File: config.mk
export PLATFORM = sky130hd
export DESIGN_NAME = llcp_pdu_deframer
export DESIGN_NICKNAME = d
export VERILOG_FILES = /design/src/rtl/core/llcp_pkg.sv /design/src/rtl/core/llcp_pdu_deframer.sv
export VERILOG_INCLUDE_DIRS = /design/src /design/src/rtl/core
export SDC_FILE = /design/constraint.sdc
export NUM_CORES = 1
export LEC_CHECK = 0
export BUFFER_PORTS_ARGS = -buffer_cell sky130_fd_sc_hd__buf_4
export CAP_MARGIN = 10
export CELL_PAD_IN_SITES_DETAIL_PLACEMENT = 1
export CELL_PAD_IN_SITES_GLOBAL_PLACEMENT = 2
export CORE_MARGIN = 8
export CORE_UTILIZATION = 40
export CTS_BUF_LIST = sky130_fd_sc_hd__clkbuf_8
export DETAILED_ROUTE_END_ITERATION = 16
export PLACE_DENSITY = 0.93
export SYNTH_ARGS = -nofsm -noshare
export SYNTH_HDL_FRONTEND = slang
export SYNTH_SLANG_ARGS = --single-unit
export TNS_END_PERCENT = 20
File: constraint.sdc
create_clock -name aclk -period 9.7 [get_ports aclk]
set_input_delay 0.97 -clock aclk [delete_from_list [all_inputs] [get_ports aclk]]
set_output_delay 0.97 -clock aclk [all_outputs]
set_load 0.02 [all_outputs]
File: src/rtl/core/llcp_pdu_deframer_macros.svh
// Assertion macros shared by the LLCP deframer RTL.
`ifndef LLCP_PDU_DEFRAMER_MACROS_SVH
`define LLCP_PDU_DEFRAMER_MACROS_SVH

// Same-cycle implication, checked on aclk outside of reset.
`define LLCP_ASSERT_SAME(lbl, ante, cons, msg) \
    lbl: assert property (@(posedge aclk) disable iff (!aresetn) \
        (ante) |-> (cons)) else $error(msg);

// Next-cycle implication, checked on aclk outside of reset.
`define LLCP_ASSERT_NEXT(lbl, ante, cons, msg) \
    lbl: assert property (@(posedge aclk) disable iff (!aresetn) \
        (ante) |=> (cons)) else $error(msg);

`endif

File: src/rtl/core/llcp_pkg.sv
// Types, codes and helpers for the LLCP PDU deframer.
package llcp_pkg;

    // Parser position within a frame
    typedef enum logic [3:0] {
        PH_H0       = 4'd0,
        PH_H1       = 4'd1,
        PH_SEQ      = 4'd2,
        PH_INFO     = 4'd3,
        PH_LEN_H    = 4'd4,
        PH_LEN_L    = 4'd5,
        PH_SUB_H0   = 4'd6,
        PH_SUB_H1   = 4'd7,
        PH_SUB_SEQ  = 4'd8,
        PH_SUB_INFO = 4'd9,
        PH_DROP     = 4'd10
    } phase_t;

    // Result item kinds
    typedef enum logic [1:0] {
        KIND_HDR  = 2'd0,
        KIND_INFO = 2'd1,
        KIND_ERR  = 2'd2
    } kind_t;

    // Result status codes
    typedef enum logic [2:0] {
        ST_OK          = 3'd0,
        ST_LEN         = 3'd1,
        ST_OVERRUN     = 3'd2,
        ST_SHORT_SUB   = 3'd3,
        ST_SHORT_FRAME = 3'd4,
        ST_BAD_AGF     = 3'd5
    } status_t;

    // PDU type codes of interest
    localparam logic [3:0] PT_AGF = 4'd2;
    localparam logic [3:0] PT_I   = 4'd12;
    localparam logic [3:0] PT_RR  = 4'd13;
    localparam logic [3:0] PT_RNR = 4'd14;

    // Smallest legal sub-PDU length (two header bytes)
    localparam logic [15:0] MIN_SUB_LEN = 16'd2;

    // Types that carry a sequence byte
    function automatic logic type_has_seq(input logic [3:0] t);
        return t inside {PT_I, PT_RR, PT_RNR};
    endfunction

endpackage

File: src/rtl/core/llcp_pdu_deframer.sv
// LLCP PDU deframer: byte-serial header decode and AGF splitting.
//
// Usage: frame bytes enter on the s_ channel (s_data_byte, s_frame_end on
// the last byte of a frame). Each transfer yields zero or one result on the
// m_ channel: a header record once the header (and sequence byte, for I, RR
// and RNR) is complete, one item per information byte, or an error-only
// item. Errors end the PDU; remaining bytes of the frame are dropped.
// The cfg_ channel writes split_aggregates (1 = split AGF frames); it is
// always ready and should be written only while the block is idle.
// Output: a result is registered and appears on m_ in the cycle after the byte that causes it.
// Throughput: one byte per cycle while the output is not stalled; all decoding is a
// single pass from the state registers and the incoming byte into the output register.
// Stall: the output register holds its result while m_ready is low, and
// s_ready drops then, so no transfer is lost; s_ready is high whenever the
// output register is empty or being drained in the same cycle.
// Reset: synchronous, active low; the parser waits for the first byte of a
// new frame, no result is pending, split_aggregates returns to 1.
`include "llcp_pdu_deframer_macros.svh"

module llcp_pdu_deframer (
    input  logic       aclk,
    input  logic       aresetn,
    // config write
    input  logic       cfg_valid,
    output logic       cfg_ready,
    input  logic       cfg_split_aggregates,
    // byte input
    input  logic       s_valid,
    output logic       s_ready,
    input  logic [7:0] s_data_byte,
    input  logic       s_frame_end,
    // result output
    output logic       m_valid,
    input  logic       m_ready,
    output logic [1:0] m_kind,
    output logic [5:0] m_dsap,
    output logic [3:0] m_ptype,
    output logic [5:0] m_ssap,
    output logic       m_has_sequence,
    output logic [3:0] m_send_seq,
    output logic [3:0] m_recv_seq,
    output logic [7:0] m_info_byte,
    output logic       m_from_aggregate,
    output logic       m_last_of_pdu,
    output logic [2:0] m_status
);
    import llcp_pkg::*;

    // Parser state
    phase_t      phase_reg, phase_next;
    logic [7:0]  fhb_reg, fhb_next;
    logic [3:0]  type_reg, type_next;
    logic [5:0]  ssap_reg, ssap_next;
    logic        in_agg_reg, in_agg_next;
    logic [7:0]  len_high_reg, len_high_next;
    logic [15:0] sub_rem_reg, sub_rem_next;
    logic        split_reg;

    // Output register
    logic        m_valid_reg, m_valid_next;
    kind_t       kind_reg;
    logic [5:0]  dsap_reg;
    logic [3:0]  ptype_reg;
    logic [5:0]  ssap_out_reg;
    logic        seq_reg;
    logic [3:0]  ns_reg, nr_reg;
    logic [7:0]  info_reg;
    logic        from_agg_reg;
    logic        last_reg;
    status_t     status_reg;

    // Item being built this cycle
    logic        emit_en;
    kind_t       e_kind;
    logic        e_hdr;
    logic [3:0]  e_ns, e_nr;
    logic [7:0]  e_info;
    logic        e_last;
    status_t     e_status;
    logic        e_seq;

    logic        s_fire;
    logic        fe;
    logic [7:0]  b;
    logic [3:0]  type_dec;
    logic [15:0] rem_dec;
    logic [15:0] len_full;

    assign cfg_ready = 1'b1;
    assign s_ready   = !m_valid_reg || m_ready;
    assign s_fire    = s_valid && s_ready;
    assign fe        = s_frame_end;
    assign b         = s_data_byte;
    assign type_dec  = {fhb_reg[1:0], b[7:6]};
    assign rem_dec   = sub_rem_reg - 16'd1;
    assign len_full  = {len_high_reg, b};

    // Byte decode and next state
    always_comb begin
        phase_next    = phase_reg;
        fhb_next      = fhb_reg;
        type_next     = type_reg;
        ssap_next     = ssap_reg;
        in_agg_next   = in_agg_reg;
        len_high_next = len_high_reg;
        sub_rem_next  = sub_rem_reg;
        emit_en       = 1'b0;
        e_kind        = KIND_HDR;
        e_hdr         = 1'b0;
        e_ns          = 4'd0;
        e_nr          = 4'd0;
        e_info        = 8'd0;
        e_last        = 1'b0;
        e_status      = ST_OK;
        if (s_fire) begin
            case (phase_reg)
                PH_H0: begin
                    in_agg_next = 1'b0;
                    fhb_next    = b;
                    if (fe) begin
                        emit_en    = 1'b1;
                        e_kind     = KIND_ERR;
                        e_last     = 1'b1;
                        e_status   = ST_SHORT_FRAME;
                        phase_next = PH_H0;
                    end else begin
                        phase_next = PH_H1;
                    end
                end
                PH_H1: begin
                    type_next = type_dec;
                    ssap_next = b[5:0];
                    if (type_dec == PT_AGF && split_reg) begin
                        if (fhb_reg[7:2] == 6'd0 && b[5:0] == 6'd0) begin
                            in_agg_next = 1'b1;
                            phase_next  = fe ? PH_H0 : PH_LEN_H;
                        end else begin
                            emit_en    = 1'b1;
                            e_kind     = KIND_ERR;
                            e_last     = 1'b1;
                            e_status   = ST_BAD_AGF;
                            phase_next = fe ? PH_H0 : PH_DROP;
                        end
                    end else if (type_has_seq(type_dec)) begin
                        if (fe) begin
                            emit_en    = 1'b1;
                            e_kind     = KIND_ERR;
                            e_last     = 1'b1;
                            e_status   = ST_SHORT_FRAME;
                            phase_next = PH_H0;
                        end else begin
                            phase_next = PH_SEQ;
                        end
                    end else begin
                        emit_en    = 1'b1;
                        e_kind     = KIND_HDR;
                        e_hdr      = 1'b1;
                        e_last     = fe;
                        phase_next = fe ? PH_H0 : PH_INFO;
                    end
                end
                PH_SEQ: begin
                    emit_en    = 1'b1;
                    e_kind     = KIND_HDR;
                    e_hdr      = 1'b1;
                    e_ns       = b[7:4];
                    e_nr       = b[3:0];
                    e_last     = fe;
                    phase_next = fe ? PH_H0 : PH_INFO;
                end
                PH_INFO: begin
                    emit_en    = 1'b1;
                    e_kind     = KIND_INFO;
                    e_hdr      = 1'b1;
                    e_info     = b;
                    e_last     = fe;
                    phase_next = fe ? PH_H0 : PH_INFO;
                end
                PH_LEN_H: begin
                    len_high_next = b;
                    if (fe) begin
                        emit_en    = 1'b1;
                        e_kind     = KIND_ERR;
                        e_last     = 1'b1;
                        e_status   = ST_LEN;
                        phase_next = PH_H0;
                    end else begin
                        phase_next = PH_LEN_L;
                    end
                end
                PH_LEN_L: begin
                    sub_rem_next = len_full;
                    if (len_full < MIN_SUB_LEN) begin
                        emit_en    = 1'b1;
                        e_kind     = KIND_ERR;
                        e_last     = 1'b1;
                        e_status   = ST_SHORT_SUB;
                        phase_next = fe ? PH_H0 : PH_DROP;
                    end else if (fe) begin
                        emit_en    = 1'b1;
                        e_kind     = KIND_ERR;
                        e_last     = 1'b1;
                        e_status   = ST_OVERRUN;
                        phase_next = PH_H0;
                    end else begin
                        phase_next = PH_SUB_H0;
                    end
                end
                PH_SUB_H0: begin
                    fhb_next     = b;
                    sub_rem_next = rem_dec;
                    if (fe) begin
                        emit_en    = 1'b1;
                        e_kind     = KIND_ERR;
                        e_last     = 1'b1;
                        e_status   = ST_OVERRUN;
                        phase_next = PH_H0;
                    end else begin
                        phase_next = PH_SUB_H1;
                    end
                end
                PH_SUB_H1, PH_SUB_SEQ, PH_SUB_INFO: begin
                    sub_rem_next = rem_dec;
                    if (phase_reg == PH_SUB_H1) begin
                        type_next = type_dec;
                        ssap_next = b[5:0];
                    end
                    if (phase_reg == PH_SUB_H1 && type_has_seq(type_dec)) begin
                        // sequence byte still to come
                        if (rem_dec == 16'd0) begin
                            emit_en    = 1'b1;
                            e_kind     = KIND_ERR;
                            e_last     = 1'b1;
                            e_status   = ST_SHORT_SUB;
                            phase_next = fe ? PH_H0 : PH_DROP;
                        end else if (fe) begin
                            emit_en    = 1'b1;
                            e_kind     = KIND_ERR;
                            e_last     = 1'b1;
                            e_status   = ST_OVERRUN;
                            phase_next = PH_H0;
                        end else begin
                            phase_next = PH_SUB_SEQ;
                        end
                    end else begin
                        // header or information item of a sub-PDU
                        emit_en = 1'b1;
                        e_hdr   = 1'b1;
                        e_kind  = (phase_reg == PH_SUB_INFO) ? KIND_INFO : KIND_HDR;
                        if (phase_reg == PH_SUB_SEQ) begin
                            e_ns = b[7:4];
                            e_nr = b[3:0];
                        end
                        if (phase_reg == PH_SUB_INFO) begin
                            e_info = b;
                        end
                        if (rem_dec == 16'd0) begin
                            e_last     = 1'b1;
                            phase_next = fe ? PH_H0 : PH_LEN_H;
                        end else if (fe) begin
                            e_last     = 1'b1;
                            e_status   = ST_OVERRUN;
                            phase_next = PH_H0;
                        end else begin
                            phase_next = PH_SUB_INFO;
                        end
                    end
                end
                PH_DROP: begin
                    if (fe) begin
                        phase_next = PH_H0;
                    end
                end
                default: begin
                    phase_next = PH_H0;
                end
            endcase
        end
    end

    assign e_seq        = e_hdr && type_has_seq(type_next);
    assign m_valid_next = (s_fire && emit_en) || (m_valid_reg && !m_ready);

    // Control state
    always_ff @(posedge aclk) begin
        if (!aresetn) begin
            phase_reg    <= PH_H0;
            fhb_reg      <= 8'd0;
            type_reg     <= 4'd0;
            ssap_reg     <= 6'd0;
            in_agg_reg   <= 1'b0;
            len_high_reg <= 8'd0;
            sub_rem_reg  <= 16'd0;
            split_reg    <= 1'b1;
            m_valid_reg  <= 1'b0;
        end else begin
            phase_reg    <= phase_next;
            fhb_reg      <= fhb_next;
            type_reg     <= type_next;
            ssap_reg     <= ssap_next;
            in_agg_reg   <= in_agg_next;
            len_high_reg <= len_high_next;
            sub_rem_reg  <= sub_rem_next;
            m_valid_reg  <= m_valid_next;
            if (cfg_valid && cfg_ready) begin
                split_reg <= cfg_split_aggregates;
            end
        end
    end

    // Result payload, loaded when a new item is produced
    always_ff @(posedge aclk) begin
        if (s_fire && emit_en) begin
            kind_reg     <= e_kind;
            dsap_reg     <= e_hdr ? fhb_next[7:2] : 6'd0;
            ptype_reg    <= e_hdr ? type_next : 4'd0;
            ssap_out_reg <= e_hdr ? ssap_next : 6'd0;
            seq_reg      <= e_seq;
            ns_reg       <= e_seq ? e_ns : 4'd0;
            nr_reg       <= e_seq ? e_nr : 4'd0;
            info_reg     <= e_info;
            from_agg_reg <= in_agg_next;
            last_reg     <= e_last;
            status_reg   <= e_status;
        end
    end

    assign m_valid          = m_valid_reg;
    assign m_kind           = kind_reg;
    assign m_dsap           = dsap_reg;
    assign m_ptype          = ptype_reg;
    assign m_ssap           = ssap_out_reg;
    assign m_has_sequence   = seq_reg;
    assign m_send_seq       = ns_reg;
    assign m_recv_seq       = nr_reg;
    assign m_info_byte      = info_reg;
    assign m_from_aggregate = from_agg_reg;
    assign m_last_of_pdu    = last_reg;
    assign m_status         = status_reg;

    // Checks
    `LLCP_ASSERT_SAME(a_err_item_ends_pdu,
        m_valid_reg && kind_reg == KIND_ERR,
        last_reg && status_reg != ST_OK,
        "error-only item without last mark or status")
    `LLCP_ASSERT_SAME(a_status_ends_pdu,
        m_valid_reg && status_reg != ST_OK,
        last_reg,
        "error status on an item that does not end the PDU")
    // info items of I, RR and RNR keep the sequence flag but carry no numbers
    `LLCP_ASSERT_SAME(a_seq_numbers_on_header,
        m_valid_reg && kind_reg != KIND_HDR,
        ns_reg == 4'd0 && nr_reg == 4'd0,
        "sequence numbers on a non-header item")
    `LLCP_ASSERT_NEXT(a_frame_end_resyncs,
        s_fire && s_frame_end,
        phase_reg == PH_H0,
        "parser not back at frame start after frame end")

endmodule

Yosys cells after proc, flatten, opt, wreduce, memory -nomap -nowiden
Cells that the tools add are included.
{ "totals": {"out_inout_bits": 43, "ff_bits": 89, "inputBits": 15} }
{ "classes": {"muxes": 78, "n_addsub": 1, "n_reduce_logical": 28, "eq_ne": 18, "order_cmp": 1} }
{ "ops": {"columns": ["cell", "count"], "rows": [
  ["$mux W4", 17],
  ["$eq A4 B4 Y1 const B", 9],
  ["$mux W3", 11],
  ["$mux W8", 4],
  ["$pmux W16 S2", 1],
  ["$pmux W4 S8", 1],
  ["$pmux W4 S2", 3],
  ["$mux W2", 11],
  ["$mux W1", 20],
  ["$pmux W3 S6", 1],
  ["$eq A4 B3 Y1 const B", 4],
  ["$logic_not A16 Y1", 1],
  ["$lt A16 B2 Y1 const B", 1],
  ["$pmux W8 S2", 1],
  ["$sub A16 B1 Y16 const B", 1],
  ["$eq A4 B2 Y1 const B", 3],
  ["$logic_not A6 Y1", 2],
  ["$mux W6", 2],
  ["$pmux W6 S2", 1],
  ["$pmux W1 S5", 2],
  ["$pmux W2 S5", 1],
  ["$reduce_and A2 Y1", 5],
  ["$logic_and A1 B1 Y1", 7],
  ["$reduce_bool A3 Y1", 2],
  ["11 further kinds", 15]
]} }

Longest topological paths before layout
{ "depth": {"depth_word": 8, "mapped_depth": 9, "depth_no_buf": 8} }

Worst setup path after synthesis
OpenSTA, ideal clock, no wires.
{ "synth_path": {"path_type": "register -> register", "start": "register sub_rem_reg[0]", "end": "register dsap_reg[0], in the netlist m_dsap[0] (enable)", "path_buffers": 1, "path_slack_ns": 5.964, "setup_ns": 0.398, "stages_incl_launch_ff": 10, "arrival_ns": 3.338, "required_time_ns": 9.302, "synth_period_minus_slack_ns": 3.736, "path_cell_list": "dfxtp_1 > inv_1 > ha_1 > clkbuf_1 > or4b_2 > xnor2_1 > or3_1 > a221oi_2 > o21ai_1 > nand2_1"} }
{ "synth_via": {"elab_chain_cells": 7} }
{ "synth_lines": {"columns": ["item", "line_no", "rtl"], "rows": [
  ["from (decl)", "llcp_pdu_deframer.sv:56", "logic [15:0] sub_rem_reg, sub_rem_next;"],
  ["from (signal assigned)", "llcp_pdu_deframer.sv:303", "sub_rem_reg <= sub_rem_next;"],
  ["$sub A16 B1 Y16", "llcp_pdu_deframer.sv:95", "assign rem_dec = sub_rem_reg - 16'd1;"],
  ["$logic_not A16 Y1", "llcp_pdu_deframer.sv:230", "if (rem_dec == 16'd0) begin"],
  ["$mux W1", "llcp_pdu_deframer.sv:230", null],
  ["$mux W1", "llcp_pdu_deframer.sv:228", "if (phase_reg == PH_SUB_H1 && type_has_seq(type_dec)) begin"],
  ["$pmux W1 S5", "llcp_pdu_deframer.sv:116", "case (phase_reg)"],
  ["$mux W1", "llcp_pdu_deframer.sv:115", "if (s_fire) begin"],
  ["$logic_and A1 B1 Y1", "llcp_pdu_deframer.sv:313", "if (s_fire && emit_en) begin"],
  ["to (signal assigned)", "llcp_pdu_deframer.sv:315", "dsap_reg <= e_hdr ? fhb_next[7:2] : 6'd0;"],
  ["to (decl)", "llcp_pdu_deframer.sv:62", "logic [5:0] dsap_reg;"]
]} }
Every way passes these cells.
A chain may end at the register's enable or synchronous reset.

Worst setup path in the final report
{ "layout_path": {"start": "register sub_rem_reg[0]", "end": "register dsap_reg[4], in the netlist m_dsap[4] (enable)"} }
The elaborated chain is that of the path after synthesis.

==> impl_metrics.ini <==
[clock_network]
clock-root-buffer = clkbuf_8
clock_path_buffers = 2
insertion_delay_ns = 0.38
htree_levels = 3
post_cts_resized = 0
cts_made_buffers = 9
cts_hold_buffers = 0
clk_pin_slew_ns = 0.10
cts_tree = built
cts_sinks = 89
cts_setup_buffers = 0

[cells_and_area]
n_antenna_cell = 0
drive_above_1_share_pct = 16.9
largest_reg_flops = 16
final_cell_mix = 67 x nor2_1, 61 x buf_4, 49 x dfxtp_1
final_util_pct = 47.2
syn_to_final_growth_pct = 16.5
mostFrequentLayoutCell = nor2_1
stdcell_count = 661
fin_nets = 533

[placement]
port_buffers = 56
dp_hpwl_um = 9210
gp_congestion = 0.888
dp.cells = 645

[routing]
drc = 0
drtAntennaViolNets = 0
first_pass_iters = 5
drt_first_iter_violations = 247
routed_via_density = 5.73
routed_wirelength_um = 12800
wl_per_cell_um = 19.3
vias = 3787

[hold_path]
whs_endpoint = split_reg$_SDFFE_PN1P_
hold_path.startpoint = split_reg$_SDFFE_PN1P_
hold_path_class = flop to flop
holdPathStages = 2

[synthesis]
syn_avg_cell_area_sq_um = 9.21
netlist-cell-type-count = 57
synth_fa_ha_area_share_pct = 0.805
ys_ff_latch = 89
async_flop_share_pct = 0
muxShareOfSynthArea_pct = 6.21
synthXorXnorAreaFrac_pct = 0.805
synth_top_family_by_area = simple AND/OR/NAND/NOR gates
synth_flop_cell = dfxtp_1
ys_warn_count = 0
synth_compound_area_share_pct = 15.9
synth_cells = 473
synth.cell_area_sq_mm = 0.00435
synth_seq_area_share_pct = 50.1
synth_edf_count = 40
synth-simple-area-share_pct = 22.8
synth.net_count = 490

[floorplanning]
start_util_pct = 40.5
die_x_um = 120
io_pins = 58
die-area_sq_mm = 0.0145
rows = 38
dieHeight_um = 120
coreArea_sq_mm = 0.0107

[power]
p_per_area_mw_per_mm2 = 151
vdd_ir_drop_max_uv = 60.1
total_power_uw = 764
p_leak_uw = 0.00197

[worst_setup_path]
criticalPathCategory = flop to flop
end_kind = flop
rrSetupSlack_ns = 6.09
crit_path_start_kind = flop
rr_worst_depth = 9
r2r-start = sub_rem_reg[0]$_SDFFE_PN0P_
rr_endpoint = m_dsap[4]$_SDFFCE_PN0P_
worstPathArrival_ns = 3.63
path_max_fanout = 40
worstPathRequired_ns = 9.72

[sta]
fin_crit_sh_pct = 37.2
fin_hold_ws_ns = 0.515
fmax_mhz = 277
hold_viol_final = 0
worst_clock_skew_ns = 0.0111
fin_crit_ns = 3.61
slew_viol_final = 0
rsz0062_at_grt = no
worstMarginPinSlew_ns = 0.948
finalSetupViolCount = 0
tns_ns = 0
max-slew-margin-rel_pct = 36.2

[grt]
grt_max_degree = 41
antenna_found_initial = 0
first_global_vias = 3832
grt_pass1_wl_um = 21000
track_usage_pct = 18.1
grt-ovfl-total = 0

[run_status]
status = finished clean

[flow_run]
maxCapViolCount = 0
cells in the mapped netlist, drive strengths merged (4+ instances only):
| library cell | instances | share of area, % |
|---|---|---|
| dfxtp | 49 | 23 |
| or4 | 4 | 0.69 |
| or3 | 6 | 0.86 |
| a21oi | 33 | 3.8 |
| clkbuf | 24 | 2.1 |
| nor4 | 10 | 1.4 |
| a211oi | 5 | 0.86 |
| buf | 5 | 0.60 |
| nand3b | 6 | 1.0 |
| and2 | 20 | 2.9 |
| nor2 | 67 | 5.8 |
| mux2i | 27 | 6.2 |
| or2 | 5 | 0.72 |
| o22ai | 6 | 0.86 |
| inv | 6 | 0.52 |
| nor3 | 16 | 1.8 |
| edfxtp | 40 | 28 |
| a22oi | 7 | 1.2 |
| o21ai | 29 | 3.3 |
| nand3 | 14 | 1.6 |
| nand2 | 42 | 3.6 |
stage by stage:
stage / area (sq um) / setup slack (ns)
after global placement: 4880 / 6.20
after detailed placement: 4880 / 6.11
final: 5070 / 6.09
after CTS: 5070 / 6.09
after global routing: 5070 / 5.84
after floorplan: 4350 / 5.96
power breakdown:
group | switching [uW] | total [uW] | internal, uW
registers | 8.40 | 417 | 409
clock network | 152 | 253 | 101
logic | 60.2 | 93.8 | 33.6
total | 220 | 764 | 543
cells by family (layout without fill, tap and decap cells):
group / count (synthesis) / after routing
flip-flops: 89 / 89
AND/OR/NAND/NOR: 204 / 204
adder cells (fa/ha/maj): 3 / 3
AO/OA/AOI/OAI: 109 / 109
buffers and inverters: 36 / 84
multiplexers: 27 / 27
other: 1 / 1
XOR/XNOR: 4 / 4
critical path: stages, from the launching register on:
cell and delay [ns]:
dfxtp_1 0.39, inv_1 0.08, ha_1 0.33, or4b_2 0.70, xnor2_1 0.15, or3_1 0.33
a221oi_2 0.58, o21ai_1 0.16, nand2_1 0.09, buf_4 0.43
how the worst max path moves through the flow:
stage	slack [ns]	depth (start not counted)	to	from
final	6.09	9	m_dsap[4]$_SDFFCE_PN0P_	sub_rem_reg[0]$_SDFFE_PN0P_
after global routing	5.84	9	m_ptype[1]$_SDFFCE_PN0P_	sub_rem_reg[1]$_SDFFE_PN0P_
after CTS	6.09	9	m_ptype[1]$_SDFFCE_PN0P_	sub_rem_reg[0]$_SDFFE_PN0P_
after detailed placement	6.11	9	m_send_seq[0]$_SDFFCE_PN0P_	sub_rem_reg[0]$_SDFFE_PN0P_
after global placement	6.20	9	m_dsap[0]$_SDFFCE_PN0P_	sub_rem_reg[0]$_SDFFE_PN0P_
after floorplan	5.96	9	m_dsap[0]$_SDFFCE_PN0P_	sub_rem_reg[0]$_SDFFE_PN0P_
routing by layer:
layer	vias up	track usage, %	share of wire [%]
met2	111	29.7	48
met5	-	0	0
met3	17	4.71	6.8
met4	0	5.39	1.3
li1	1803	-	-
met1	1856	23.1	44
final cells by class:
| class | count | area (sq um) |
|---|---|---|
| clock buffer | 9 | 124 |
| clock inverter | 7 | 73.8 |
| fill | 1258 | 5670 |
| inverter | 7 | 26.3 |
| multi-input combinational | 348 | 2030 |
| sequential | 89 | 2180 |
| tap | 140 | 175 |
| timing repair buffer | 61 | 458 |
Note: power is estimated with default switching activity, not from simulation.
